[src/slev_pkg.sv]
// Shared types and constants for the sprite line evaluation unit.
package slev_pkg;

	localparam int ADDR_W = 4;

	// Register index codes (byte address = 4 * index)
	typedef enum logic [1:0] {
		REG_TALL     = 2'd0,
		REG_ZOOM     = 2'd1,
		REG_EXTENDED = 2'd2,
		REG_NO_LIMIT = 2'd3
	} slev_reg_t;

	localparam logic [7:0] END_MARK    = 8'd208;
	localparam logic [7:0] WRAP_ABOVE  = 8'd240;
	localparam logic [5:0] BASE_HEIGHT = 6'd8;
	localparam logic [6:0] FOUND_MAX   = 7'h7F;

	typedef struct packed {
		logic tall;
		logic zoomed;
		logic extended;
		logic no_limit;
	} slev_cfg_t;

	typedef struct packed {
		logic       first_of_line;
		logic [7:0] line_count;
		logic       on_active_line;
		logic [7:0] sprite_y;
		logic [7:0] sprite_x;
		logic [7:0] sprite_pattern;
	} slev_entry_t;

	typedef struct packed {
		logic       selected;
		logic [5:0] slot;
		logic [4:0] row_in_sprite;
		logic [7:0] out_x;
		logic [7:0] out_pattern;
		logic       overflow;
		logic       scan_stopped;
	} slev_res_t;

endpackage

[src/slev_stream_if.sv]
// Valid/ready stream interface carrying one payload struct.
interface slev_stream_if #(parameter type payload_t = logic);
	logic     valid;
	logic     ready;
	payload_t payload;

	modport source (output valid, output payload, input ready);
	modport sink (input valid, input payload, output ready);
endinterface

[src/slev_cfg.sv]
// APB-style configuration registers.
module slev_cfg (
	input  logic                      clk,
	input  logic                      arst_n,
	input  logic                      psel,
	input  logic                      penable,
	input  logic                      pwrite,
	input  logic [slev_pkg::ADDR_W-1:0] paddr,
	input  logic [31:0]               pwdata,
	output logic [31:0]               prdata,
	output logic                      pready,
	output slev_pkg::slev_cfg_t       cfg
);
	import slev_pkg::*;

	slev_cfg_t cfg_q;
	slev_reg_t reg_sel;
	logic      wr_en;

	assign reg_sel = slev_reg_t'(paddr[3:2]);
	assign pready  = 1'b1;
	assign wr_en   = psel && penable && pwrite && pready;
	assign cfg     = cfg_q;

	always_ff @(posedge clk or negedge arst_n) begin
		if (!arst_n) begin
			cfg_q <= '0;
		end else if (wr_en) begin
			case (reg_sel)
				REG_TALL:     cfg_q.tall     <= pwdata[0];
				REG_ZOOM:     cfg_q.zoomed   <= pwdata[0];
				REG_EXTENDED: cfg_q.extended <= pwdata[0];
				REG_NO_LIMIT: cfg_q.no_limit <= pwdata[0];
				default:      cfg_q          <= cfg_q;
			endcase
		end
	end

	always_comb begin
		prdata = '0;
		case (reg_sel)
			REG_TALL:     prdata[0] = cfg_q.tall;
			REG_ZOOM:     prdata[0] = cfg_q.zoomed;
			REG_EXTENDED: prdata[0] = cfg_q.extended;
			REG_NO_LIMIT: prdata[0] = cfg_q.no_limit;
			default:      prdata    = '0;
		endcase
	end
endmodule

[src/slev_eval.sv]
// Per-entry sprite range test and line state (found count, stop flag, entry count).
module slev_eval #(
	parameter int TABLE_ENTRIES = 64,
	parameter int LINE_LIMIT    = 8
) (
	input  logic                  clk,
	input  logic                  arst_n,
	input  logic                  fire,
	input  slev_pkg::slev_cfg_t   cfg,
	input  slev_pkg::slev_entry_t ent,
	output slev_pkg::slev_res_t   res
);
	import slev_pkg::*;

	localparam int SEEN_W = $clog2(TABLE_ENTRIES + 1);

	logic [6:0]        found_q, found0, found_d;
	logic              stopped_q, stopped0, stopped_d;
	logic [SEEN_W-1:0] seen_q, seen0, seen_d;
	logic              table_done, end_mark, active_scan;
	logic [8:0]        y_wrap;
	logic [9:0]        diff;
	logic [5:0]        height;
	logic              hit, at_limit, take, limit_stop;

	always_comb begin
		found0   = ent.first_of_line ? '0 : found_q;
		stopped0 = ent.first_of_line ? 1'b0 : stopped_q;
		seen0    = ent.first_of_line ? '0 : seen_q;

		table_done = seen0 >= SEEN_W'(TABLE_ENTRIES);
		seen_d     = table_done ? seen0 : seen0 + SEEN_W'(1);

		// Y above 240 is a sprite partly above the top edge: take as Y - 256
		y_wrap = {(ent.sprite_y > WRAP_ABOVE), ent.sprite_y};
		diff   = {2'b00, ent.line_count} - {y_wrap[8], y_wrap};
		height = BASE_HEIGHT << {cfg.tall & cfg.zoomed, cfg.tall ^ cfg.zoomed};

		active_scan = !(stopped0 || table_done);
		end_mark    = !cfg.extended && (ent.sprite_y == END_MARK);
		hit         = active_scan && !end_mark && !diff[9] && (diff < {4'b0, height});
		at_limit    = found0 == 7'(LINE_LIMIT);
		limit_stop  = hit && at_limit && !cfg.no_limit;
		take        = hit && !limit_stop;

		stopped_d = stopped0 || table_done || (active_scan && end_mark) || limit_stop;
		found_d   = (take && found0 != FOUND_MAX) ? found0 + 7'd1 : found0;

		res.selected      = take;
		res.slot          = take ? found0[5:0] : '0;
		res.row_in_sprite = take ? diff[4:0] : '0;
		res.out_x         = take ? ent.sprite_x : '0;
		res.out_pattern   = take ? ent.sprite_pattern : '0;
		res.overflow      = hit && at_limit && ent.on_active_line;
		res.scan_stopped  = stopped_d;
	end

	always_ff @(posedge clk or negedge arst_n) begin
		if (!arst_n) begin
			found_q   <= '0;
			stopped_q <= 1'b0;
			seen_q    <= '0;
		end else if (fire) begin
			found_q   <= found_d;
			stopped_q <= stopped_d;
			seen_q    <= seen_d;
		end
	end

	a_seen_bound: assert property (@(posedge clk) disable iff (!arst_n)
		seen_q <= SEEN_W'(TABLE_ENTRIES))
		else $error("entry count past table size");

	a_limit_stops: assert property (@(posedge clk) disable iff (!arst_n)
		fire && limit_stop |=> stopped_q && found_q == $past(found0))
		else $error("limit hit did not stop the scan");

	a_stopped_sticky: assert property (@(posedge clk) disable iff (!arst_n)
		stopped_q && !(fire && ent.first_of_line) |=> stopped_q)
		else $error("stop flag dropped within a line");
endmodule

[src/sprite_line_evaluation_unit.sv]
// Top level of the sprite line evaluation unit: input register, evaluation, result register.
//
//  channel   dir  protocol      payload
//  entry     in   valid/ready   slev_entry_t  (one sprite-table entry + line info)
//  result    out  valid/ready   slev_res_t    (one result per entry)
//  apb       in   APB write/rd  four 1-bit mode registers at 0x0, 0x4, 0x8, 0xC
//
// A request is registered in s1, evaluated, and its result is registered in s2,
// where it can be taken; one request is taken every cycle while result is not
// stalled, set by the single evaluation stage between s1 and s2.
// The line state (found count, stop flag, entry count) advances as a request
// leaves s1, so back-to-back requests see each other's effects.
// A stall on result holds s2 and s1; entry.ready falls only when both are full.
// arst_n clears the valids, the line state and the mode registers.
module sprite_line_evaluation_unit #(
	parameter int TABLE_ENTRIES = 64,
	parameter int LINE_LIMIT    = 8
) (
	input  logic                        clk,
	input  logic                        arst_n,
	slev_stream_if.sink                 entry,
	slev_stream_if.source               result,
	input  logic                        psel,
	input  logic                        penable,
	input  logic                        pwrite,
	input  logic [slev_pkg::ADDR_W-1:0] paddr,
	input  logic [31:0]                 pwdata,
	output logic [31:0]                 prdata,
	output logic                        pready
);
	import slev_pkg::*;

	slev_cfg_t   cfg;
	slev_entry_t entry_s1;
	logic        valid_s1;
	slev_res_t   res_eval;
	slev_res_t   res_s2;
	logic        valid_s2;
	logic        adv;

	slev_cfg u_cfg (
		.clk     (clk),
		.arst_n  (arst_n),
		.psel    (psel),
		.penable (penable),
		.pwrite  (pwrite),
		.paddr   (paddr),
		.pwdata  (pwdata),
		.prdata  (prdata),
		.pready  (pready),
		.cfg     (cfg)
	);

	// s1 moves on when s2 is empty or being drained this cycle
	assign adv         = valid_s1 && (!valid_s2 || result.ready);
	assign entry.ready = !valid_s1 || adv;

	always_ff @(posedge clk or negedge arst_n) begin
		if (!arst_n) begin
			valid_s1 <= 1'b0;
		end else if (entry.ready) begin
			valid_s1 <= entry.valid;
		end
	end

	always_ff @(posedge clk) begin
		if (entry.valid && entry.ready) begin
			entry_s1 <= entry.payload;
		end
	end

	slev_eval #(
		.TABLE_ENTRIES (TABLE_ENTRIES),
		.LINE_LIMIT    (LINE_LIMIT)
	) u_eval (
		.clk    (clk),
		.arst_n (arst_n),
		.fire   (adv),
		.cfg    (cfg),
		.ent    (entry_s1),
		.res    (res_eval)
	);

	// result register
	always_ff @(posedge clk or negedge arst_n) begin
		if (!arst_n) begin
			valid_s2 <= 1'b0;
		end else if (!valid_s2 || result.ready) begin
			valid_s2 <= valid_s1;
		end
	end

	always_ff @(posedge clk) begin
		if (adv) begin
			res_s2 <= res_eval;
		end
	end

	assign result.valid   = valid_s2;
	assign result.payload = res_s2;

	// a stored sprite never comes with a stopped scan
	a_sel_not_stopped: assert property (@(posedge clk) disable iff (!arst_n)
		valid_s2 && res_s2.selected |-> !res_s2.scan_stopped)
		else $error("selected result reports stopped scan");

	// a request in s1 is never dropped while s2 is stalled
	a_s1_held: assert property (@(posedge clk) disable iff (!arst_n)
		valid_s1 && valid_s2 && !result.ready |=> valid_s1 && $stable(entry_s1))
		else $error("s1 request lost under stall");
endmodule

[src/flat_wrapper.sv]
// flat-port wrapper written by rule: the top's interface ports become plain ports
module sprite_line_evaluation_unit_flat import slev_pkg::*;
#(
	parameter int TABLE_ENTRIES = 64,
	parameter int LINE_LIMIT    = 8
)
  (clk, arst_n, psel, penable, pwrite, paddr, pwdata, prdata, pready, entry_valid, entry_payload, entry_ready, result_valid, result_payload, result_ready);
  slev_stream_if #(.payload_t(slev_entry_t)) entry_i ();
  slev_stream_if #(.payload_t(slev_res_t)) result_i ();
  input  logic clk;
  input  logic arst_n;
  input  logic psel;
  input  logic penable;
  input  logic pwrite;
  input  logic [slev_pkg::ADDR_W-1:0] paddr;
  input  logic [31:0] pwdata;
  output logic [31:0] prdata;
  output logic pready;
  input wire logic [$bits(entry_i.valid)-1:0] entry_valid;
  input wire logic [$bits(entry_i.payload)-1:0] entry_payload;
  output wire logic [$bits(entry_i.ready)-1:0] entry_ready;
  output wire logic [$bits(result_i.valid)-1:0] result_valid;
  output wire logic [$bits(result_i.payload)-1:0] result_payload;
  input wire logic [$bits(result_i.ready)-1:0] result_ready;
  assign entry_i.valid = entry_valid;
  assign entry_i.payload = entry_payload;
  assign entry_ready = entry_i.ready;
  assign result_valid = result_i.valid;
  assign result_payload = result_i.payload;
  assign result_i.ready = result_ready;
  sprite_line_evaluation_unit #(.TABLE_ENTRIES(TABLE_ENTRIES), .LINE_LIMIT(LINE_LIMIT)) u_core (.clk(clk), .arst_n(arst_n), .entry(entry_i), .result(result_i), .psel(psel), .penable(penable), .pwrite(pwrite), .paddr(paddr), .pwdata(pwdata), .prdata(prdata), .pready(pready));
endmodule
[config.mk]
export PLATFORM = sky130hd
export DESIGN_NAME = sprite_line_evaluation_unit_flat
export DESIGN_NICKNAME = d
export VERILOG_FILES = /design/src/slev_pkg.sv /design/src/slev_stream_if.sv /design/src/slev_cfg.sv /design/src/slev_eval.sv /design/src/sprite_line_evaluation_unit.sv /design/src/flat_wrapper.sv
export SDC_FILE = /design/constraint.sdc
export NUM_CORES = 1
export LEC_CHECK = 0
export CAP_MARGIN = 30
export CORE_ASPECT_RATIO = 1.4
export CORE_MARGIN = 2
export CORE_UTILIZATION = 63
export DETAILED_ROUTE_END_ITERATION = 7
export DONT_BUFFER_PORTS = 1
export GPL_TIMING_DRIVEN = 0
export PLACE_DENSITY = 0.76
export SETUP_SLACK_MARGIN = 0.5
export SYNTH_ARGS = -nofsm -noshare
export SYNTH_HDL_FRONTEND = slang
export SYNTH_SLANG_ARGS = --single-unit
[constraint.sdc]
create_clock -name clk -period 4.3 [get_ports clk]
set_clock_uncertainty 0.1 [all_clocks]
set_input_delay 0.215 -clock clk [delete_from_list [all_inputs] [get_ports clk]]
set_output_delay 0.215 -clock clk [all_outputs]
set_load 0.03 [all_outputs]
== Yosys cells after proc, flatten, opt, wreduce, memory -nomap -nowiden ==
Cells that the tools add are included.
Storage, ports and cells
  register bits: 85
  bits of input ports: 77
Operators by class
  $add $sub $neg: 3
  magnitude comparators: 3
  equal/unequal tests: 6
  shift-type cells: 1
  multiplexer cells: 6
  bitwise operators: 2
  reductions and logical operators: 32
Operators by type and width (number)
  $mux W7: 4
  $add A7 B1 Y7 const B: 2
  $logic_and A1 B1 Y1: 14
  $lt A10 B6 Y1: 1
  $sub A9 B9 Y10: 1
  $eq A8 B8 Y1 const B: 1
  $gt A8 B8 Y1 const B: 1
  $logic_not A1 Y1: 8
  $reduce_and A2 Y1: 4
  $eq A7 B4 Y1 const B: 1
  $ge A7 B7 Y1 const B: 1
  $ne A7 B7 Y1 const B: 1
  $shl A4 B2 Y6 const A: 1
  $logic_or A1 B1 Y1: 5
  $eq A2 B2 Y1 const B: 2
  $pmux W1 S4: 1
  $eq A2 B1 Y1 const B: 1
  $logic_not A2 Y1: 1
  $and A1 B1 Y1: 1
  $mux W1: 1
  $xor A1 B1 Y1: 1

== Logic depth before layout (Yosys ltp) ==
Gate-level depths: netlist of run 1.
  word-level depth: 13
  depth in mapped cells: 15
  mapped depth without buffers: 15

== By module ==
Synthesis of run 1 repeated with hierarchy kept, for this count alone.
Unflattened totals
  cell total of the unflattened synthesis: 329
  area, all modules: 4165.2 um2
By module, submodules not included
  sprite_line_evaluation_unit: instances 1, cells each 72, area an instance 2025.7 um2
  slev_eval: instances 1, cells each 207, area an instance 1686.6 um2
  slev_cfg: instances 1, cells each 50, area an instance 452.9 um2

== Least setup slack after synthesis of run 1 ==
OpenSTA, ideal clock, no wires.
  path kind: reg2reg
  start point: reg u_core.entry_s1[16] in the netlist's numbering
  end point: reg u_core.u_eval.found_q[4]
  library setup time: 0.126 ns
  arrival time: 2.898 ns
  required time: 4.074 ns
  path slack: 1.176 ns
  cell stages (with the launch flop): 14
  buffers on the path: 0
  cells stage by stage: edfxtp_1 ha_1 fa_1 and2b_1 o21ai_0 a21boi_0 ha_1 o21a_1 o21ai_0 nand3b_1 a21o_4 nor4_2 nand4_1 a221o_1
On the way
  elaborated cells on any way between the ends: 16
  classes of those cells: 1 x add/sub; 2 x order compare; 1 x eq/ne; 1 x mux; 11 x reduce/logical
RTL lines
  start, declared: line sprite_line_evaluation_unit.sv:34  | slev_entry_t entry_s1;
  start signal, assigned: line sprite_line_evaluation_unit.sv:68  | entry_s1 <= entry.payload;
  $sub A9 B9 Y10 (*): line slev_eval.sv:36  | diff = {2'b00, ent.line_count} - {y_wrap[8], y_wrap};
  net u_core.u_eval.diff[4]: line slev_eval.sv:22  | logic [9:0] diff;
  $lt A10 B6 Y1 (*): line slev_eval.sv:41  | hit = active_scan && !end_mark && !diff[9] && (diff < {4'b0, height});
  $logic_and A1 B1 Y1 (*): line slev_eval.sv:41
  $logic_and A1 B1 Y1 (2 in series): line slev_eval.sv:43  | limit_stop = hit && at_limit && !cfg.no_limit;
  $logic_not A1 Y1: line slev_eval.sv:44  | take = hit && !limit_stop;
  $logic_and A1 B1 Y1 (*): line slev_eval.sv:44
  $logic_and A1 B1 Y1 (*): line slev_eval.sv:47  | found_d = (take && found0 != FOUND_MAX) ? found0 + 7'd1 : found0;
  $mux W7 (*): line slev_eval.sv:47
  end signal, assigned: line slev_eval.sv:64  | found_q <= found_d;
  end, declared: line slev_eval.sv:17  | logic [6:0] found_q, found0, found_d;
Mark *: on every way through the listed nets, which the timed path passes. The rest lies on a longest branch.
A chain may end at the register's enable or synchronous reset.

== Worst setup path in the final report of run 1 ==
  start point: reg u_core.entry_s1[16] in the netlist's numbering
  end point: reg u_core.u_eval.found_q[2]
The elaborated chain is that of the path after synthesis.

==> impl_metrics.xml, run 1 <==
<?xml version="1.0" encoding="UTF-8"?>
<metrics>
  <group name="outcome">
    <metric name="run_status" unit="">finished clean</metric>
  </group>
  <group name="layout">
    <metric name="final.fill_count" unit="">412</metric>
    <metric name="layout-drive-gt1-share" unit="%">18.8</metric>
    <metric name="fin_nets" unit="">521</metric>
    <metric name="layout.core_utilization" unit="%">78.0</metric>
    <metric name="num_antenna_cells" unit="">0</metric>
    <metric name="areaGrowthSynthToFinish" unit="%">20.3</metric>
    <metric name="layout.cell_area.non_filler" unit="µm²">5120</metric>
  </group>
  <group name="route">
    <metric name="highest_layer" unit="">met4</metric>
    <metric name="routed_length_on_met3" unit="µm">409</metric>
    <metric name="drt_first_iter_violations" unit="">191</metric>
    <metric name="drt_pass_1_iters" unit="">4</metric>
    <metric name="via_count" unit="">2800</metric>
    <metric name="wl_per_cell" unit="µm">16.7</metric>
    <metric name="wirelength" unit="µm">8410</metric>
    <metric name="ant_nets" unit="">0</metric>
    <metric name="route.detailed.vias_per_inst" unit="">5.56</metric>
    <metric name="routed-wl-met2" unit="µm">4770</metric>
    <metric name="drc" unit="">0</metric>
    <metric name="route.layer.met1.wl" unit="µm">2980</metric>
  </group>
  <group name="pwr">
    <metric name="design_power_total" unit="mW">2.06</metric>
    <metric name="cellLeakagePower" unit="nW">2.18</metric>
    <metric name="ir_worst_vdd" unit="V">0.000316</metric>
    <metric name="powerDensity" unit="nW/µm²">403</metric>
  </group>
  <group name="logic_synthesis">
    <metric name="synth_warnings" unit="">0</metric>
    <metric name="async_flop_share" unit="%">24.7</metric>
    <metric name="synthMostInstantiatedCell" unit="">edfxtp_1</metric>
    <metric name="muxShareOfSynthArea" unit="%">3.44</metric>
    <metric name="post_synth_and_or_nand_nor_area_fraction" unit="%">16.6</metric>
    <metric name="ys_types" unit="">63</metric>
    <metric name="netlist_area" unit="µm²">4260</metric>
    <metric name="synth-compound-area-share" unit="%">7.88</metric>
    <metric name="yosys.area.top_type_share" unit="%">45.1</metric>
    <metric name="synth_seq_cells" unit="">85</metric>
    <metric name="synth_enable_flop_cells" unit="">64</metric>
    <metric name="synth_top_family_by_area" unit="">simple AND/OR/NAND/NOR gates</metric>
    <metric name="synth_commonest_cells" unit="">edfxtp_1 (64), buf_4 (32), and3_1 (25)</metric>
    <metric name="synth.yosys.seq_area_share" unit="%">57.5</metric>
    <metric name="synth_ff_type" unit="">edfxtp_1</metric>
    <metric name="syn-mean-instance-area" unit="µm²">12.4</metric>
    <metric name="synth_fa_ha_area_share" unit="%">5.47</metric>
    <metric name="xor_xnor_fraction_of_synth_area" unit="%">0.412</metric>
    <metric name="synth_area_leader_cell" unit="">edfxtp_1</metric>
    <metric name="netlist_instances" unit="">343</metric>
    <metric name="synth.area.top_cells" unit="">edfxtp_1 (45%), dfrtp_1 (12%), buf_4 (5.6%)</metric>
  </group>
  <group name="setup_path">
    <metric name="reg2reg_slack" unit="ns">0.76</metric>
    <metric name="cp_top_family" unit="">compound AO/OA/AOI/OAI gates</metric>
    <metric name="timing.rr.start" unit="">u_core.entry_s1[16]</metric>
    <metric name="maximum_cell_stage_delay_along_the_critical_path" unit="ns">0.43</metric>
    <metric name="reg2reg_to" unit="">u_core.u_eval.found_q[2]</metric>
    <metric name="required" unit="ns">4.44</metric>
    <metric name="slowest_stage_cell_cp" unit="">o41ai_1</metric>
    <metric name="critical_path.endpoint_type" unit="">flip-flop</metric>
    <metric name="cp.buffers_inverters" unit="">0</metric>
    <metric name="start_kind" unit="">flip-flop</metric>
    <metric name="worstPathMaxFanout" unit="">5</metric>
    <metric name="critical_path.cell_chain" unit="">ha_1, fa_1, and2b_1, o21ai_0, a21boi_1, ha_1, o21a_1, o21ai_0, nand3b_1, a21o_4, or2_4, o41ai_1, nand3_1</metric>
    <metric name="critical_path_class" unit="">flip-flop to flip-flop</metric>
    <metric name="critical_path_arrival" unit="ns">3.68</metric>
    <metric name="rr_worst_depth" unit="">13</metric>
  </group>
  <group name="die">
    <metric name="die-height" unit="µm">101</metric>
    <metric name="die_w" unit="µm">73.5</metric>
    <metric name="floorplan.core_area" unit="µm²">6570</metric>
    <metric name="die-area" unit="µm²">7440</metric>
    <metric name="io_pins" unit="">142</metric>
    <metric name="start_util" unit="%">64.8</metric>
    <metric name="fp-row-count" unit="">35</metric>
  </group>
  <group name="worst_hold_path">
    <metric name="worstHoldPathType" unit="">input pin to flip-flop</metric>
    <metric name="holdPathStages" unit="">2</metric>
    <metric name="timing.hold.worst_endpoint" unit="">u_core.u_cfg.cfg[1]</metric>
    <metric name="worst_hold_startpoint" unit="">paddr[2]</metric>
  </group>
  <group name="clock_network">
    <metric name="cts_tree" unit="">done</metric>
    <metric name="post-cts-setup-buffers" unit="">0</metric>
    <metric name="cts_max_path_buffers" unit="">2</metric>
    <metric name="clock_tree.htree_level_count" unit="">3</metric>
    <metric name="clkLatencyLatePin" unit="ns">0.37</metric>
    <metric name="clock_tree.root_cell" unit="">clkbuf_8</metric>
    <metric name="cts_num_sinks" unit="">85</metric>
    <metric name="path_clk_slew" unit="ns">0.09</metric>
    <metric name="tritoncts.num_buffers" unit="">9</metric>
  </group>
  <group name="sta">
    <metric name="clock.fmax" unit="MHz">282</metric>
    <metric name="rsz0062_at_grt" unit="">no</metric>
    <metric name="timing.hold.ws" unit="ns">0.0171</metric>
    <metric name="timing_max_transition_violations_final" unit="">0</metric>
    <metric name="finalCritPeriodShare" unit="%">82.4</metric>
    <metric name="hold_viol" unit="">0</metric>
    <metric name="min_clock_period_post_route" unit="ns">3.54</metric>
    <metric name="timing.setup.tns" unit="ns">0</metric>
    <metric name="worst-slew-pin-transition" unit="ns">0.758</metric>
    <metric name="slew_headroom" unit="%">49.4</metric>
    <metric name="setup-violations-final" unit="">0</metric>
  </group>
  <group name="grt">
    <metric name="pin_count_of_the_biggest_net_entering_global_routing" unit="">40</metric>
    <metric name="grt_pass1_wl" unit="µm">13700</metric>
    <metric name="total_grt_overflow" unit="">0</metric>
    <metric name="grtUsageTotal" unit="%">25.1</metric>
    <metric name="grt_antenna_before_repair" unit="">0</metric>
    <metric name="first_global_vias" unit="">2851</metric>
  </group>
  <group name="place">
    <metric name="place_hpwl" unit="µm">5380</metric>
    <metric name="placedInstanceArea" unit="µm²">4490</metric>
    <metric name="placement.io_buffers" unit="">0</metric>
    <metric name="routabilityCongestion" unit="">0.879</metric>
  </group>
  <group name="job">
    <metric name="maxCapViolCount" unit="">0</metric>
  </group>
</metrics>
layout make-up:
| class | count | area [µm²] | area share (%) |
|---|---|---|---|
| timing repair buffer | 42 | 443 | 8.65 |
| multi-input combinational | 225 | 1560 | 30.4 |
| tap | 74 | 92.6 | 1.81 |
| clock buffer | 9 | 124 | 2.42 |
| inverter | 23 | 86.3 | 1.69 |
| buffer | 40 | 278 | 5.42 |
| clock inverter | 6 | 93.8 | 1.83 |
| sequential | 85 | 2450 | 47.8 |
metal layers:
| metal | up-vias | track usage, % |
|---|---|---|
| met4 | 0 | 10.6 |
| met2 | 103 | 44.7 |
| met3 | 21 | 6.17 |
| met5 | - | 0 |
| li1 | 1345 | - |
| met1 | 1331 | 28.2 |
worst register-to-register path, stage by stage, from the launching register on:
cell and delay [ns]:
edfxtp_1 0.42, ha_1 0.26, fa_1 0.40, and2b_1 0.26, o21ai_0 0.09, a21boi_1 0.22, ha_1 0.28, o21a_1 0.10
o21ai_0 0.14, nand3b_1 0.10, a21o_4 0.22, or2_4 0.26, o41ai_1 0.43, nand3_1 0.13
stage by stage:
step	instances	setup WS [ns]
2_1_floorplan	373	1.18
3_3_place_gp	447	0.861
3_5_place_dp	448	0.756
4_1_cts	503	0.742
5_1_grt	504	0.557
6_report	504	0.759
where the power goes:
part,internal (mW),switching (mW)
combinational,0.158,0.219
clock,0.330,0.304
sequential,0.964,0.0888
total,1.45,0.612
flip-flops by register name (all words and copies together), names as in the netlist:
name,cells
u_core.u_eval.stopped_q,1
u_core.result.payload,30
u_core.u_eval.seen_q,7
u_core.u_cfg.cfg,4
u_core.valid_s1,1
u_core.entry_s1,34
u_core.u_eval.found_q,7
u_core.result.valid,1
how the worst max path moves through the flow:
stage	from	endpoint	slack (ns)	cells past startpoint
finish	u_core.entry_s1[16]	u_core.u_eval.found_q[2]	0.76	13
global route	u_core.entry_s1[25]	u_core.u_eval.found_q[2]	0.56	14
CTS	u_core.entry_s1[16]	u_core.result.payload[3]	0.74	13
detailed placement	u_core.entry_s1[16]	u_core.result.payload[3]	0.76	13
global placement	u_core.entry_s1[16]	u_core.result.payload[5]	0.86	13
floorplan	u_core.entry_s1[16]	u_core.u_eval.found_q[4]	1.18	13
cell usage in the layout (no fill, tap or decap), types with 17 or more instances in the layout:
cell and count:
edfxtp_1 64, dlygate4sd3_1 40, buf_4 32, conb_1 32, and3_1 25, inv_1 21
dfrtp_1 21, nor2_1 20, nand2_1 19, ha_1 17
cells by family (layout without fill, tap and decap cells):
| kind of cell | after synthesis | after routing |
|---|---|---|
| AOI/OAI and AO/OA | 41 | 41 |
| xor gates and xnor gates | 2 | 2 |
| adders and majority gates | 18 | 18 |
| buffers and inverters | 63 | 120 |
| DFF | 85 | 85 |
| muxes | 11 | 11 |
| other | 2 | 32 |
| and+or+nand+nor | 121 | 121 |
repair_timing:
item                                    4_1_cts  5_1_grt
hold buffers                                 40        0
resized for setup                             0        2
hold endpoints to repair                     61        0
endpoints found under the setup margin        0        7
(Power assumes the default switching activity.)
==> run 2, diff against run 1 <==
--- a/config.mk
+++ b/config.mk
@@ -5,14 +5,15 @@
 export SDC_FILE = /design/constraint.sdc
 export NUM_CORES = 1
 export LEC_CHECK = 0
+export ABC_AREA = 1
 export CAP_MARGIN = 30
 export CORE_ASPECT_RATIO = 1.4
 export CORE_MARGIN = 2
-export CORE_UTILIZATION = 63
+export CORE_UTILIZATION = 57
 export DETAILED_ROUTE_END_ITERATION = 7
 export DONT_BUFFER_PORTS = 1
 export GPL_TIMING_DRIVEN = 0
-export PLACE_DENSITY = 0.76
+export PLACE_DENSITY = 0.72
 export SETUP_SLACK_MARGIN = 0.5
 export SYNTH_ARGS = -nofsm -noshare
 export SYNTH_HDL_FRONTEND = slang
==> constraint.sdc (replaced) <==
create_clock -name clk -period 2.8 [get_ports clk]
set_clock_uncertainty 0.1 [all_clocks]
set_input_delay 0.14 -clock clk [delete_from_list [all_inputs] [get_ports clk]]
set_output_delay 0.14 -clock clk [all_outputs]
set_load 0.03 [all_outputs]
==> run 2 against run 1 <==
The run now ends with setup timing left. Core utilization is 4.7 points lower. Sequential share of layout area fell by 4.2 points. Global-route usage decreased by 5.6 points. Clock power increased by 23%. Cell count rose by 25%. Wire length down 3.6%. Non-clock buffer count up 10. Largest cell class unchanged.
==> impl_metrics.xml, run 2 <==
<?xml version="1.0" encoding="UTF-8"?>
<metrics>
  <group name="outcome">
    <metric name="run_status" unit="">complete, but fails checks</metric>
    <metric name="violated_checks" unit="">setup timing</metric>
  </group>
  <group name="sta">
    <metric name="clock.fmax" unit="MHz">335</metric>
    <metric name="slew_headroom" unit="%">65.8</metric>
    <metric name="timing_max_transition_violations_final" unit="">0</metric>
    <metric name="rsz0062_at_grt" unit="">yes</metric>
    <metric name="setup-violations-final" unit="">38</metric>
    <metric name="worst-slew-pin-transition" unit="ns">0.511</metric>
    <metric name="hold_viol" unit="">0</metric>
    <metric name="min_clock_period_post_route" unit="ns">2.99</metric>
    <metric name="worst_slack" unit="ns">-0.189</metric>
    <metric name="finalCritPeriodShare" unit="%">107</metric>
  </group>
  <group name="clock_network">
    <metric name="cts_tree" unit="">done</metric>
    <metric name="path_clk_slew" unit="ns">0.08</metric>
    <metric name="clock_tree.root_cell" unit="">clkbuf_8</metric>
    <metric name="clock_tree.htree_level_count" unit="">3</metric>
    <metric name="tritoncts.num_buffers" unit="">9</metric>
    <metric name="clkLatencyLatePin" unit="ns">0.37</metric>
    <metric name="cts_max_path_buffers" unit="">2</metric>
    <metric name="cts_num_sinks" unit="">85</metric>
  </group>
  <group name="setup_path">
    <metric name="start_kind" unit="">flip-flop</metric>
    <metric name="setup.worst_path.end" unit="">u_core.result.payload[5]</metric>
    <metric name="reg2reg_to" unit="">u_core.result.payload[5]</metric>
    <metric name="worstPathMaxFanout" unit="">10</metric>
    <metric name="required" unit="ns">2.94</metric>
    <metric name="reg2reg_slack" unit="ns">-0.19</metric>
    <metric name="crit_start" unit="">u_core.entry_s1[16]</metric>
    <metric name="rr_worst_depth" unit="">20</metric>
    <metric name="timing.rr.start" unit="">u_core.entry_s1[16]</metric>
    <metric name="critical_path_arrival" unit="ns">3.13</metric>
    <metric name="critical_path_class" unit="">flip-flop to flip-flop</metric>
    <metric name="critical_path.endpoint_type" unit="">flip-flop</metric>
  </group>
  <group name="layout">
    <metric name="areaGrowthSynthToFinish" unit="%">26.5</metric>
    <metric name="multiInputGateArea" unit="µm²">1670</metric>
    <metric name="final_cell_mix" unit="">inv_1 (75), nand2_1 (71), edfxtp_1 (64)</metric>
    <metric name="register_area" unit="µm²">2450</metric>
    <metric name="num_antenna_cells" unit="">0</metric>
    <metric name="layout-drive-gt1-share" unit="%">23.0</metric>
    <metric name="layout.core_utilization" unit="%">73.3</metric>
    <metric name="largest_register_ffs" unit="">34</metric>
    <metric name="largest_register_by_flop_count" unit="">u_core.entry_s1</metric>
    <metric name="fin_nets" unit="">620</metric>
    <metric name="final_common_cell" unit="">inv_1</metric>
    <metric name="final.fill_count" unit="">525</metric>
  </group>
  <group name="pwr">
    <metric name="powerDensity" unit="nW/µm²">575</metric>
    <metric name="ir_worst_vdd" unit="V">0.000469</metric>
    <metric name="cellLeakagePower" unit="nW">2.55</metric>
  </group>
  <group name="logic_synthesis">
    <metric name="ys_types" unit="">35</metric>
    <metric name="synth_enable_flop_cells" unit="">64</metric>
    <metric name="synth_seq_cells" unit="">85</metric>
    <metric name="synth_commonest_cells" unit="">inv_1 (77), nand2_1 (75), edfxtp_1 (64)</metric>
    <metric name="synth_area_leader_cell" unit="">edfxtp_1</metric>
    <metric name="netlist_area" unit="µm²">4440</metric>
    <metric name="async_flop_share" unit="%">24.7</metric>
    <metric name="netlist_instances" unit="">429</metric>
    <metric name="syn-mean-instance-area" unit="µm²">10.3</metric>
    <metric name="synth_ff_type" unit="">edfxtp_1</metric>
    <metric name="yosys.area.top_type_share" unit="%">43.3</metric>
    <metric name="synth.yosys.seq_area_share" unit="%">55.2</metric>
    <metric name="synthMostInstantiatedCell" unit="">inv_1</metric>
    <metric name="synth_warnings" unit="">0</metric>
    <metric name="synth.area.top_cells" unit="">edfxtp_1 (43%), dfrtp_1 (12%), inv_1 (6.5%)</metric>
  </group>
  <group name="place">
    <metric name="place_hpwl" unit="µm">5340</metric>
    <metric name="placement.io_buffers" unit="">0</metric>
    <metric name="routabilityCongestion" unit="">0.840</metric>
    <metric name="pre_cts_ws" unit="ns">-0.408</metric>
  </group>
  <group name="route">
    <metric name="drt_first_iter_violations" unit="">186</metric>
    <metric name="wl_per_cell" unit="µm">12.9</metric>
    <metric name="via_count" unit="">3010</metric>
    <metric name="drt_pass_1_iters" unit="">4</metric>
    <metric name="wirelength" unit="µm">8110</metric>
    <metric name="route.detailed.vias_per_inst" unit="">4.78</metric>
    <metric name="drc" unit="">0</metric>
    <metric name="ant_nets" unit="">0</metric>
  </group>
  <group name="grt">
    <metric name="grt_antenna_before_repair" unit="">0</metric>
    <metric name="pin_count_of_the_biggest_net_entering_global_routing" unit="">40</metric>
    <metric name="grt_pass1_wl" unit="µm">12600</metric>
    <metric name="total_grt_overflow" unit="">0</metric>
    <metric name="grtUsageTotal" unit="%">19.6</metric>
    <metric name="first_global_vias" unit="">2927</metric>
  </group>
  <group name="die">
    <metric name="fp-row-count" unit="">38</metric>
    <metric name="floorplan.core_area" unit="µm²">7650</metric>
    <metric name="die-height" unit="µm">108</metric>
    <metric name="die-area" unit="µm²">8520</metric>
    <metric name="io_pins" unit="">142</metric>
    <metric name="die_w" unit="µm">78.6</metric>
    <metric name="start_util" unit="%">58.0</metric>
  </group>
  <group name="worst_hold_path">
    <metric name="worstHoldPathType" unit="">input pin to flip-flop</metric>
  </group>
  <group name="job">
    <metric name="maxCapViolCount" unit="">0</metric>
  </group>
</metrics>
run 2: cell type report:
cell class | count | share of cell area, %
multi-input combinational | 256 | 29.7
sequential | 85 | 43.6
clock buffer | 10 | 2.27
timing repair buffer | 55 | 10.3
buffer | 37 | 5.60
inverter | 81 | 5.46
tap | 100 | 2.23
clock inverter | 6 | 0.847
run 2: kinds of logic (layout without fill, tap and decap cells):
logic type                 Yosys count  count (layout)  synth area share (%)
xor gates and xnor gates             7               7                  1.38
other                                2              32                 0.169
adders and majority gates           18              18                  5.25
AOI/OAI and AO/OA                   25              25                  3.55
and+or+nand+nor                    174             174                  20.7
buffers and inverters              118             189                  13.8
DFF                                 85              85                  55.2
run 2: worst max-delay path, cell delays in order, from the launching register on:
cell and delay, ns:
edfxtp_1 0.41, ha_2 0.21, fa_2 0.34, inv_2 0.08, nand2_4 0.06, nand2_4 0.07
nand2_4 0.06, xor2_4 0.16, inv_2 0.07, ha_4 0.19, o21ai_2 0.05, nand2_1 0.09
a21oi_2 0.13, nand2_1 0.06, nor2_1 0.08, nand2_1 0.09, nor2_4 0.13, o21ai_4 0.09
buf_8 0.16, buf_12 0.16, nor2_4 0.07
run 2: timing repair:
item,4_1_cts,5_1_grt
cloned,0,1
setup endpoints to repair,69,69
pin swaps,5,10
hold buffers,43,0
resized for setup,17,20
buffers inserted,6,3
hold endpoints to repair,61,0
run 2: how the worst min path moves through the flow:
stage	startpoint	to	slack, ns	cells after the start
6_report	penable	u_core.u_cfg.cfg[3]	0.04	2
5_1_grt	penable	u_core.u_cfg.cfg[3]	0.06	2
4_1_cts	penable	u_core.u_cfg.cfg[3]	0.02	2
3_5_place_dp	arst_n	u_core.u_eval.seen_q[1]	-0.26	0
3_3_place_gp	arst_n	u_core.u_eval.seen_q[1]	-0.25	0
2_1_floorplan	arst_n	u_core.result.valid	-0.26	0
run 2: layer usage:
layer / track usage, % / share of wire (%) / up-vias
li1: - / - / 1514
met1: 19.9 / 37 / 1390
met2: 35.8 / 55 / 93
met3: 4.34 / 5.6 / 13
met4: 12.3 / 2.1 / 0
met5: 0 / 0 / -
run 2: stage by stage:
step	area, µm²	hold WS [ns]	power (mW)	std cells	setup TNS [ns]
final	5610	0.0403	3.23	630	-5.63
after CTS	5450	0.0186	3.17	625	-7.56
after global placement	4700	-0.255	2.28	559	-11.18
after detailed placement	4730	-0.255	2.30	560	-12.91
after floorplan	4570	-0.256	2.19	459	-1.99
after global routing	5610	0.0590	3.39	630	-11.75
run 2: report_power, final:
| group | switching (mW) | internal [mW] | leakage [nW] |
|---|---|---|---|
| Sequential | 0.178 | 1.52 | 0.903 |
| Clock | 0.450 | 0.330 | 0.0825 |
| Combinational | 0.449 | 0.303 | 1.56 |
